## src/csl_pkg.sv

```systemverilog
// Shared types and constants for the cascaded shift low-pass filter.
package csl_pkg;

   localparam int DATA_W   = 32;
   localparam int SAMPLE_W = 16;
   localparam int SHIFT_W  = 4;
   localparam int COUNT_W  = 3;
   localparam int CSR_W    = 32;
   localparam int ADDR_W   = 4;

   localparam logic [SHIFT_W-1:0] SHIFT_MIN   = 4'd6;
   localparam logic [SHIFT_W-1:0] SHIFT_MAX   = 4'd12;
   localparam logic [SHIFT_W-1:0] SHIFT_RESET = 4'd6;
   localparam logic [COUNT_W-1:0] POLES_RESET = 3'd1;

   typedef enum logic [1:0] {
      REG_FILTER_ENABLED = 2'd0,
      REG_SHIFT_AMOUNT   = 2'd1,
      REG_POLE_COUNT     = 2'd2
   } csl_reg_type;

   // Settings the back end needs while it works through the poles.
   typedef struct packed {
      logic [SHIFT_W-1:0] shift_amount;
      logic [COUNT_W-1:0] pole_count;
   } csl_cfg_type;

   // One classified sample waiting for the back end.
   typedef struct packed {
      logic [DATA_W-1:0] scaled;
      logic              bypass;
   } csl_item_type;

endpackage

```

## src/csl_if.sv

```systemverilog
// Handshake channel interfaces for samples and filter results.
interface csl_req_if;
   logic        valid;
   logic        ready;
   logic signed [csl_pkg::SAMPLE_W-1:0] adc_sample;

   modport source (output valid, output adc_sample, input ready);
   modport sink (input valid, input adc_sample, output ready);
endinterface

interface csl_rsp_if;
   logic        valid;
   logic        ready;
   logic signed [csl_pkg::DATA_W-1:0] filtered_value;
   logic        applied_ok;

   modport source (output valid, output filtered_value, output applied_ok, input ready);
   modport sink (input valid, input filtered_value, input applied_ok, output ready);
endinterface

```

## src/csl_front.sv

```systemverilog
// Front end: register file, sample scaling and bypass classification.
module csl_front #(
   parameter int FRACTION_BITS = 15
) (
   input  logic                         clock,
   input  logic                         reset,
   input  logic                         csr_psel,
   input  logic                         csr_penable,
   input  logic                         csr_pwrite,
   input  logic [csl_pkg::ADDR_W-1:0]   csr_paddr,
   input  logic [csl_pkg::CSR_W-1:0]    csr_pwdata,
   output logic [csl_pkg::CSR_W-1:0]    csr_prdata,
   output logic                         csr_pready,
   csl_req_if.sink                      req,
   output logic                         item_valid,
   input  logic                         item_ready,
   output csl_pkg::csl_item_type        item,
   output csl_pkg::csl_cfg_type         cfg
);
   import csl_pkg::*;

   logic               enabled_ff, enabled_in;
   logic [SHIFT_W-1:0] shift_ff, shift_in;
   logic [COUNT_W-1:0] poles_ff, poles_in;
   logic               valid_ff, valid_in;
   csl_item_type       item_ff, item_in;
   logic               wr_en;
   csl_reg_type        reg_sel;
   logic [DATA_W-1:0]  scaled;

   assign reg_sel    = csl_reg_type'(csr_paddr[3:2]);
   assign wr_en      = csr_psel && csr_penable && csr_pwrite;
   assign csr_pready = 1'b1;

   always_comb begin
      enabled_in = enabled_ff;
      shift_in   = shift_ff;
      poles_in   = poles_ff;
      csr_prdata = '0;
      unique case (reg_sel)
         REG_FILTER_ENABLED: begin
            csr_prdata = CSR_W'(enabled_ff);
            if (wr_en) enabled_in = csr_pwdata[0];
         end
         REG_SHIFT_AMOUNT: begin
            csr_prdata = CSR_W'(shift_ff);
            if (wr_en) shift_in = csr_pwdata[SHIFT_W-1:0];
         end
         REG_POLE_COUNT: begin
            csr_prdata = CSR_W'(poles_ff);
            if (wr_en) poles_in = csr_pwdata[COUNT_W-1:0];
         end
         default: csr_prdata = '0;
      endcase
   end

   assign scaled = DATA_W'(req.adc_sample) << FRACTION_BITS;

   assign req.ready = !valid_ff || item_ready;

   always_comb begin
      valid_in = valid_ff;
      item_in  = item_ff;
      if (req.valid && req.ready) begin
         valid_in       = 1'b1;
         item_in.scaled = scaled;
         // out-of-range shift counts as not configured
         item_in.bypass = !enabled_ff || (shift_ff < SHIFT_MIN) || (shift_ff > SHIFT_MAX);
      end else if (item_ready) begin
         valid_in = 1'b0;
      end
   end

   always_ff @(posedge clock) begin
      if (reset) begin
         enabled_ff <= 1'b0;
         shift_ff   <= SHIFT_RESET;
         poles_ff   <= POLES_RESET;
         valid_ff   <= 1'b0;
      end else begin
         enabled_ff <= enabled_in;
         shift_ff   <= shift_in;
         poles_ff   <= poles_in;
         valid_ff   <= valid_in;
      end
      item_ff <= item_in;
   end

   assign item_valid       = valid_ff;
   assign item             = item_ff;
   assign cfg.shift_amount = shift_ff;
   assign cfg.pole_count   = poles_ff;

endmodule

```

## src/csl_queue.sv

```systemverilog
// Two-entry queue between the front end and the pole engine.
module csl_queue (
   input  logic                  clock,
   input  logic                  reset,
   input  logic                  push_valid,
   output logic                  push_ready,
   input  csl_pkg::csl_item_type push_data,
   output logic                  pop_valid,
   input  logic                  pop_ready,
   output csl_pkg::csl_item_type pop_data
);
   import csl_pkg::*;

   csl_item_type entry_ff [2];
   logic         wr_ptr_ff, wr_ptr_in;
   logic         rd_ptr_ff, rd_ptr_in;
   logic [1:0]   count_ff, count_in;
   logic         push, pop;

   assign push_ready = (count_ff != 2'd2);
   assign pop_valid  = (count_ff != 2'd0);
   assign pop_data   = entry_ff[rd_ptr_ff];
   assign push       = push_valid && push_ready;
   assign pop        = pop_valid && pop_ready;

   always_comb begin
      wr_ptr_in = wr_ptr_ff ^ push;
      rd_ptr_in = rd_ptr_ff ^ pop;
      count_in  = count_ff + 2'(push) - 2'(pop);
   end

   always_ff @(posedge clock) begin
      if (reset) begin
         wr_ptr_ff <= 1'b0;
         rd_ptr_ff <= 1'b0;
         count_ff  <= 2'd0;
      end else begin
         wr_ptr_ff <= wr_ptr_in;
         rd_ptr_ff <= rd_ptr_in;
         count_ff  <= count_in;
      end
      if (push) entry_ff[wr_ptr_ff] <= push_data;
   end

   a_count_bound: assert property (@(posedge clock) disable iff (reset)
      count_ff != 2'd3)
      else $error("queue count out of range");

endmodule

```

## src/csl_back.sv

```systemverilog
// Pole engine: runs each pole through a subtract state and an add state, and holds the result register.
module csl_back #(
   parameter int MAX_POLES = 4
) (
   input  logic                  clock,
   input  logic                  reset,
   input  csl_pkg::csl_cfg_type  cfg,
   input  logic                  item_valid,
   output logic                  item_ready,
   input  csl_pkg::csl_item_type item,
   csl_rsp_if.source             rsp
);
   import csl_pkg::*;

   localparam int CNT_W = $clog2(MAX_POLES + 1);
   localparam int IDX_W = (MAX_POLES > 1) ? $clog2(MAX_POLES) : 1;

   typedef enum logic [1:0] {
      ST_IDLE,
      ST_SUB,
      ST_ADD,
      ST_OUT
   } state_type;

   state_type         state_ff, state_in;
   logic [IDX_W-1:0]  idx_ff, idx_in;
   logic [CNT_W-1:0]  n_ff, n_in;
   logic [DATA_W-1:0] scaled_ff, scaled_in;
   logic [DATA_W-1:0] cur_ff, cur_in;
   logic [DATA_W-1:0] lag_ff, lag_in;
   logic [DATA_W-1:0] res_val_ff, res_val_in;
   logic              res_ok_ff, res_ok_in;
   logic              pending_ff, pending_in;
   logic              rsp_valid_ff, rsp_valid_in;
   logic [DATA_W-1:0] rsp_val_ff, rsp_val_in;
   logic              rsp_ok_ff, rsp_ok_in;
   logic [DATA_W-1:0] pole_ff [MAX_POLES];
   logic [DATA_W-1:0] pole_in [MAX_POLES];

   logic [DATA_W-1:0] pole_rd, diff, shifted, sum;
   logic              sub_ovf, add_ovf, last;

   assign item_ready = (state_ff == ST_IDLE);

   assign pole_rd = pole_ff[idx_ff];
   assign diff    = cur_ff - pole_rd;
   assign sub_ovf = (cur_ff[DATA_W-1] ^ pole_rd[DATA_W-1]) & (cur_ff[DATA_W-1] ^ diff[DATA_W-1]);
   assign shifted = DATA_W'($signed(lag_ff) >>> cfg.shift_amount);
   assign sum     = pole_rd + shifted;
   assign add_ovf = ~(pole_rd[DATA_W-1] ^ shifted[DATA_W-1]) & (pole_rd[DATA_W-1] ^ sum[DATA_W-1]);
   assign last    = (CNT_W'(idx_ff) + CNT_W'(1)) == n_ff;

   always_comb begin
      state_in     = state_ff;
      idx_in       = idx_ff;
      n_in         = n_ff;
      scaled_in    = scaled_ff;
      cur_in       = cur_ff;
      lag_in       = lag_ff;
      res_val_in   = res_val_ff;
      res_ok_in    = res_ok_ff;
      pending_in   = pending_ff;
      rsp_valid_in = rsp_valid_ff && !rsp.ready;
      rsp_val_in   = rsp_val_ff;
      rsp_ok_in    = rsp_ok_ff;
      pole_in      = pole_ff;
      unique case (state_ff)
         ST_IDLE: begin
            if (item_valid) begin
               scaled_in = item.scaled;
               cur_in    = item.scaled;
               idx_in    = '0;
               n_in      = (8'(cfg.pole_count) > 8'(MAX_POLES)) ? CNT_W'(MAX_POLES)
                                                                : CNT_W'(cfg.pole_count);
               res_val_in = item.scaled;
               res_ok_in  = 1'b1;
               if (item.bypass) begin
                  res_ok_in = 1'b0;
                  state_in  = ST_OUT;
               end else if (pending_ff) begin
                  // restart: every pole takes the sample, which passes through
                  for (int i = 0; i < MAX_POLES; i++) pole_in[i] = item.scaled;
                  pending_in = 1'b0;
                  state_in   = ST_OUT;
               end else if (cfg.pole_count == '0) begin
                  state_in = ST_OUT;
               end else begin
                  state_in = ST_SUB;
               end
            end
         end
         ST_SUB: begin
            if (sub_ovf) begin
               res_val_in = scaled_ff;
               res_ok_in  = 1'b0;
               pending_in = 1'b1;
               state_in   = ST_OUT;
            end else begin
               lag_in   = diff;
               state_in = ST_ADD;
            end
         end
         ST_ADD: begin
            if (add_ovf) begin
               res_val_in = scaled_ff;
               res_ok_in  = 1'b0;
               pending_in = 1'b1;
               state_in   = ST_OUT;
            end else begin
               pole_in[idx_ff] = sum;
               cur_in          = sum;
               if (last) begin
                  res_val_in = sum;
                  res_ok_in  = 1'b1;
                  state_in   = ST_OUT;
               end else begin
                  idx_in   = idx_ff + IDX_W'(1);
                  state_in = ST_SUB;
               end
            end
         end
         ST_OUT: begin
            if (!rsp_valid_ff || rsp.ready) begin
               rsp_valid_in = 1'b1;
               rsp_val_in   = res_val_ff;
               rsp_ok_in    = res_ok_ff;
               state_in     = ST_IDLE;
            end
         end
         default: state_in = ST_IDLE;
      endcase
   end

   always_ff @(posedge clock) begin
      if (reset) begin
         state_ff     <= ST_IDLE;
         pending_ff   <= 1'b1;
         rsp_valid_ff <= 1'b0;
      end else begin
         state_ff     <= state_in;
         pending_ff   <= pending_in;
         rsp_valid_ff <= rsp_valid_in;
      end
      idx_ff     <= idx_in;
      n_ff       <= n_in;
      scaled_ff  <= scaled_in;
      cur_ff     <= cur_in;
      lag_ff     <= lag_in;
      res_val_ff <= res_val_in;
      res_ok_ff  <= res_ok_in;
      rsp_val_ff <= rsp_val_in;
      rsp_ok_ff  <= rsp_ok_in;
      pole_ff    <= pole_in;
   end

   assign rsp.valid          = rsp_valid_ff;
   assign rsp.filtered_value = rsp_val_ff;
   assign rsp.applied_ok     = rsp_ok_ff;

   a_idx_in_range: assert property (@(posedge clock) disable iff (reset)
      (state_ff == ST_SUB || state_ff == ST_ADD) |-> (CNT_W'(idx_ff) < n_ff))
      else $error("pole index beyond active pole count");

   a_restart_on_fail: assert property (@(posedge clock) disable iff (reset)
      ($rose(pending_ff) && !$past(reset)) |->
         ($past(state_ff) == ST_SUB || $past(state_ff) == ST_ADD))
      else $error("restart raised outside pole processing");

   a_fail_not_ok: assert property (@(posedge clock) disable iff (reset)
      ($rose(pending_ff) && !$past(reset)) |-> (state_ff == ST_OUT && !res_ok_ff))
      else $error("overflow did not produce a failed result");

endmodule

```

## src/cascaded_shift_lowpass_filter.sv

```systemverilog
// A sample passes the front-end item register and the queue to the pole engine. In bypass or
// restart it goes from idle to output; filtering runs a subtract and an add state per pole.
// The single subtract/shift/add pole engine takes no new sample until idle and sets the rate.
// Reset (synchronous, active high): filter disabled, shift 6, one pole, restart pending,
// queue and output empty. Pole values are undefined until the first restart loads them.
module cascaded_shift_lowpass_filter #(
   parameter int MAX_POLES     = 4,
   parameter int FRACTION_BITS = 15
) (
   input  logic                       clock,
   input  logic                       reset,
   input  logic                       csr_psel,
   input  logic                       csr_penable,
   input  logic                       csr_pwrite,
   input  logic [csl_pkg::ADDR_W-1:0] csr_paddr,
   input  logic [csl_pkg::CSR_W-1:0]  csr_pwdata,
   output logic [csl_pkg::CSR_W-1:0]  csr_prdata,
   output logic                       csr_pready,
   csl_req_if.sink                    req,
   csl_rsp_if.source                  rsp
);
   import csl_pkg::*;

   logic         front_valid, front_ready;
   csl_item_type front_item;
   logic         back_valid, back_ready;
   csl_item_type back_item;
   csl_cfg_type  cfg;

   csl_front #(
      .FRACTION_BITS(FRACTION_BITS)
   ) u_front (
      .clock      (clock),
      .reset      (reset),
      .csr_psel   (csr_psel),
      .csr_penable(csr_penable),
      .csr_pwrite (csr_pwrite),
      .csr_paddr  (csr_paddr),
      .csr_pwdata (csr_pwdata),
      .csr_prdata (csr_prdata),
      .csr_pready (csr_pready),
      .req        (req),
      .item_valid (front_valid),
      .item_ready (front_ready),
      .item       (front_item),
      .cfg        (cfg)
   );

   csl_queue u_queue (
      .clock     (clock),
      .reset     (reset),
      .push_valid(front_valid),
      .push_ready(front_ready),
      .push_data (front_item),
      .pop_valid (back_valid),
      .pop_ready (back_ready),
      .pop_data  (back_item)
   );

   csl_back #(
      .MAX_POLES(MAX_POLES)
   ) u_back (
      .clock     (clock),
      .reset     (reset),
      .cfg       (cfg),
      .item_valid(back_valid),
      .item_ready(back_ready),
      .item      (back_item),
      .rsp       (rsp)
   );

endmodule
```

## src/flat_wrapper.sv

```systemverilog
// flat-port wrapper written by rule: the top's interface ports become plain ports
module cascaded_shift_lowpass_filter_flat import csl_pkg::*;
#(
   parameter int MAX_POLES     = 4,
   parameter int FRACTION_BITS = 15
)
  (clock, reset, csr_psel, csr_penable, csr_pwrite, csr_paddr, csr_pwdata, csr_prdata, csr_pready, req_valid, req_adc_sample, req_ready, rsp_valid, rsp_filtered_value, rsp_applied_ok, rsp_ready);
  csl_req_if req_i ();
  csl_rsp_if rsp_i ();
  input  logic clock;
  input  logic reset;
  input  logic csr_psel;
  input  logic csr_penable;
  input  logic csr_pwrite;
  input  logic [csl_pkg::ADDR_W-1:0] csr_paddr;
  input  logic [csl_pkg::CSR_W-1:0] csr_pwdata;
  output logic [csl_pkg::CSR_W-1:0] csr_prdata;
  output logic csr_pready;
  input wire logic [$bits(req_i.valid)-1:0] req_valid;
  input wire logic [$bits(req_i.adc_sample)-1:0] req_adc_sample;
  output wire logic [$bits(req_i.ready)-1:0] req_ready;
  output wire logic [$bits(rsp_i.valid)-1:0] rsp_valid;
  output wire logic [$bits(rsp_i.filtered_value)-1:0] rsp_filtered_value;
  output wire logic [$bits(rsp_i.applied_ok)-1:0] rsp_applied_ok;
  input wire logic [$bits(rsp_i.ready)-1:0] rsp_ready;
  assign req_i.valid = req_valid;
  assign req_i.adc_sample = req_adc_sample;
  assign req_ready = req_i.ready;
  assign rsp_valid = rsp_i.valid;
  assign rsp_filtered_value = rsp_i.filtered_value;
  assign rsp_applied_ok = rsp_i.applied_ok;
  assign rsp_i.ready = rsp_ready;
  cascaded_shift_lowpass_filter #(.MAX_POLES(MAX_POLES), .FRACTION_BITS(FRACTION_BITS)) u_core (.clock(clock), .reset(reset), .csr_psel(csr_psel), .csr_penable(csr_penable), .csr_pwrite(csr_pwrite), .csr_paddr(csr_paddr), .csr_pwdata(csr_pwdata), .csr_prdata(csr_prdata), .csr_pready(csr_pready), .req(req_i), .rsp(rsp_i));
endmodule
```

## config.mk

```make
export PLATFORM = sky130hd
export DESIGN_NAME = cascaded_shift_lowpass_filter_flat
export DESIGN_NICKNAME = d
export VERILOG_FILES = /design/src/csl_pkg.sv /design/src/csl_if.sv /design/src/csl_front.sv /design/src/csl_queue.sv /design/src/csl_back.sv /design/src/cascaded_shift_lowpass_filter.sv /design/src/flat_wrapper.sv
export SDC_FILE = /design/constraint.sdc
export NUM_CORES = 1
export LEC_CHECK = 0
export BUFFER_PORTS_ARGS = -buffer_cell sky130_fd_sc_hd__clkbuf_2
export CAP_MARGIN = 20
export CORE_MARGIN = 2
export CORE_UTILIZATION = 30
export DETAILED_ROUTE_END_ITERATION = 16
export HOLD_SLACK_MARGIN = 0.08
export SETUP_SLACK_MARGIN = 0.02
export SLEW_MARGIN = 20
export SYNTH_ARGS = -nofsm -noshare
export SYNTH_HDL_FRONTEND = slang
export SYNTH_SLANG_ARGS = --single-unit
```

## constraint.sdc

```tcl
create_clock -name clock -period 19.3 [get_ports clock]
set_input_delay 2.895 -clock clock [delete_from_list [all_inputs] [get_ports clock]]
set_output_delay 2.895 -clock clock [all_outputs]
set_load 0.01 [all_outputs]
```

==> summary.txt <==
Die
  – Die Y: 257 um
  – Rows: 92
  – Initial Utilization: 30.4%
  – Die W: 257 um
  – I/O pins: 127
  – Die area: 66,000 um2
  – Core area: 63,100 um2

Finish
  – Layout fillers: 6,268
  – NumNets Final: 1,809
  – Share of cells above drive strength 1: 14.1%
  – Final core utilization: 34.5%
  – Area Overhead vs Synth: 13.4%
  – Seq. cell area: 10,300 um2
  – Antenna Cells: 0
  – Area of the multi-input gates: 8210 um2

Global routing
  – Largest net degree at the start of global routing: 65
  – Total GRT Usage: 14.3%
  – Vias in the first global route: 12,700
  – GRT overflow: 0
  – Initial antenna violation count: 1
  – First-pass GRT wire length: 73,900 um

Synth
  – Unique masters post-synth: 72
  – Adder-Cell Fraction of Synth Area: 5.04%
  – Mux contribution to synthesized area: 11.9%
  – Synthesis warning total: 0
  – Mapped Cells: 1,624
  – Ranking of synthesized cells by area: edfxtp_1, mux4_2, mux2i_1, ha_1, nor2_1
  – Seq/Total Area, Yosys: 53.5%
  – Synth Cell Area: 19,200 um2
  – Share of the synthesized area in the top cell type: 51.7%
  – Synth Area in Simple Gates: 11.6%
  – Top FF cell, synth: edfxtp_1
  – Compound-gate portion of the synthesized area: 10.7%
  – Area leader, netlist: edfxtp_1
  – EDFF count, synth: 330
  – Count leader, synth: edfxtp_1
  – Mean Syn Cell Area: 11.8 um2
  – Largest family of logic cells by synthesized area: multiplexers
  – Asr flop ratio synth: 0%
  – Most frequent cells after synthesis: edfxtp_1, nor2_1, nand2_1, mux2i_1, inv_1
  – XOR/XNOR Fraction of Synth Area: 2.72%
  – Register bit count reported by yosys: 347

STA
  – Setup_tns: 0 ns
  – Hold_ws: 0.416 ns
  – Final Skew: 0.0223 ns
  – Tcrit/Tclk final: 33.7%
  – Fin. Hold Viols: 0
  – Minimum clock period: 6.50 ns
  – FMAX: 154 MHz
  – Worst-Margin Slew: 1.04 ns
  – Relative slew slack: 30.3%
  – Slew Limit Fails: 0
  – RSZ-0062 raised after global routing: false
  – # setup viols final: 0

Outcome
  – Status: completed

Critical path
  – Crit path arrival time: 3.61 ns
  – Setup crit start kind: input pin
  – Critical Path RT: 16.41 ns
  – CP Max Fanout: 6
  – CP Class: input pin to output pin
  – Reg-to-reg slack, setup: 12.82 ns
  – Critical Path Sink Type: output pin

Clocking
  – CTS root buffer: clkbuf_16
  – Clock transition at the registers of the reported paths: 0.06 ns
  – Clock latency on the worst-skew pair: 0.57 ns
  – Clock sink count: 347
  – Cts repair resizes: 0
  – CTS buffer count: 40
  – Setup Fix Bufs, Post-CTS: 0
  – CTS max path bufs: 3
  – Clock H-tree levels: 2
  – Cts hold-fix bufs: 0
  – CTS tree: done

Routing
  – Drt total wl: 47,900 um
  – Vias per inst: 5.06
  – Final ANT Viol Nets: 0
  – DRT iter0 DRCs: 1,055
  – Drt first pass iters: 5
  – DR DRC count: 0
  – Via count: 12,900
  – Drt wl/cell: 18.8 um

Placed design
  – Post-DP HPWL: 35,000 um
  – Port bufs: 67
  – Gpl congestion: 0.865

Flow run
  – Max-cap violations: 0

Min path
  – Hold crit path type: flip-flop to flip-flop
through the flow:
step | setup WS, ns | area [um2] | std cells
2_1_floorplan | 11.46 | 19300 | 1651
3_3_place_gp | 12.83 | 20300 | 2476
3_5_place_dp | 12.80 | 20300 | 2476
4_1_cts | 12.80 | 21700 | 2550
5_1_grt | 12.45 | 21800 | 2552
6_report | 12.80 | 21800 | 2552
cell type report:
cell class	count	share of cell area, %
clock buffers	48	4.84
well taps	846	4.87
flip-flops and latches	347	47.1
repair buffers	87	2.42
inverters	88	1.52
multi-input cells	1110	37.7
clock inverters	26	1.51
sequential cells by signal (all words and copies together) (netlist names), 16 cells and up:
name                              cells
u_core.u_back.pole_ff               128
u_core.u_front.item                  17
u_core.u_back.rsp.filtered_value     32
u_core.u_back.cur_ff                 32
u_core.u_back.scaled_ff              16
u_core.u_queue.entry_ff              34
u_core.u_back.res_val_ff             32
u_core.u_back.lag_ff                 32
kinds of logic after synthesis:
family	Yosys count
xor+xnor	58
flops	347
compound gates	307
other cells	2
mux	163
fa+ha+maj	76
simple gates	477
buf+inv	194
placed cells by master (no fill, tap or decap), types with 7 or more instances in the layout:
cell,count
xnor2_1,39
nand2b_1,10
and3_1,20
xor2_1,18
mux2_2,19
o21a_1,10
a21oi_1,69
ha_1,73
nor3_1,15
clkbuf_16,41
mux2i_1,94
nor2_1,192
mux4_2,50
clkbuf_1,7
dfxtp_1,16
conb_1,29
o211ai_1,10
nor2b_1,19
a211oi_1,22
o21ai_0,61
clkbuf_2,67
clkinv_2,7
and2_1,54
o221ai_1,10
buf_4,18
a31oi_1,27
nand3_1,19
nand3b_1,7
inv_1,86
a21o_1,31
nand2_1,110
edfxtp_1,330
layer usage:
metal / vias up / track usage, % / wire [um]
met5: - / 0 / 0
met4: 0 / 4.34 / 1260
met3: 80 / 2.61 / 2940
met2: 412 / 23.1 / 22300
met1: 6347 / 19.5 / 21400
li1: 6080 / - / -
path summary, 6_finish.rpt:
kind                                                  start                                  end  cells after the start
worst min-delay path            u_core.u_back.res_val_ff[6]  u_core.u_back.rsp.filtered_value[6]                      0
worst min register to register  u_core.u_back.res_val_ff[6]  u_core.u_back.rsp.filtered_value[6]                      0
worst max register to register   u_core.u_front.shift_ff[1]            u_core.u_back.pole_ff[89]                     15
worst max-delay path                           csr_paddr[3]                        csr_prdata[0]                      5
critical path, stage by stage:
cell      delay [ns]
clkbuf_2        0.13
nor2b_1         0.21
nand2_1         0.07
o21ai_0         0.12
clkbuf_2        0.18
Power is left out: the tool's default activity adds up to more than one toggle a clock period on the data nets, which glitch-free logic cannot reach.
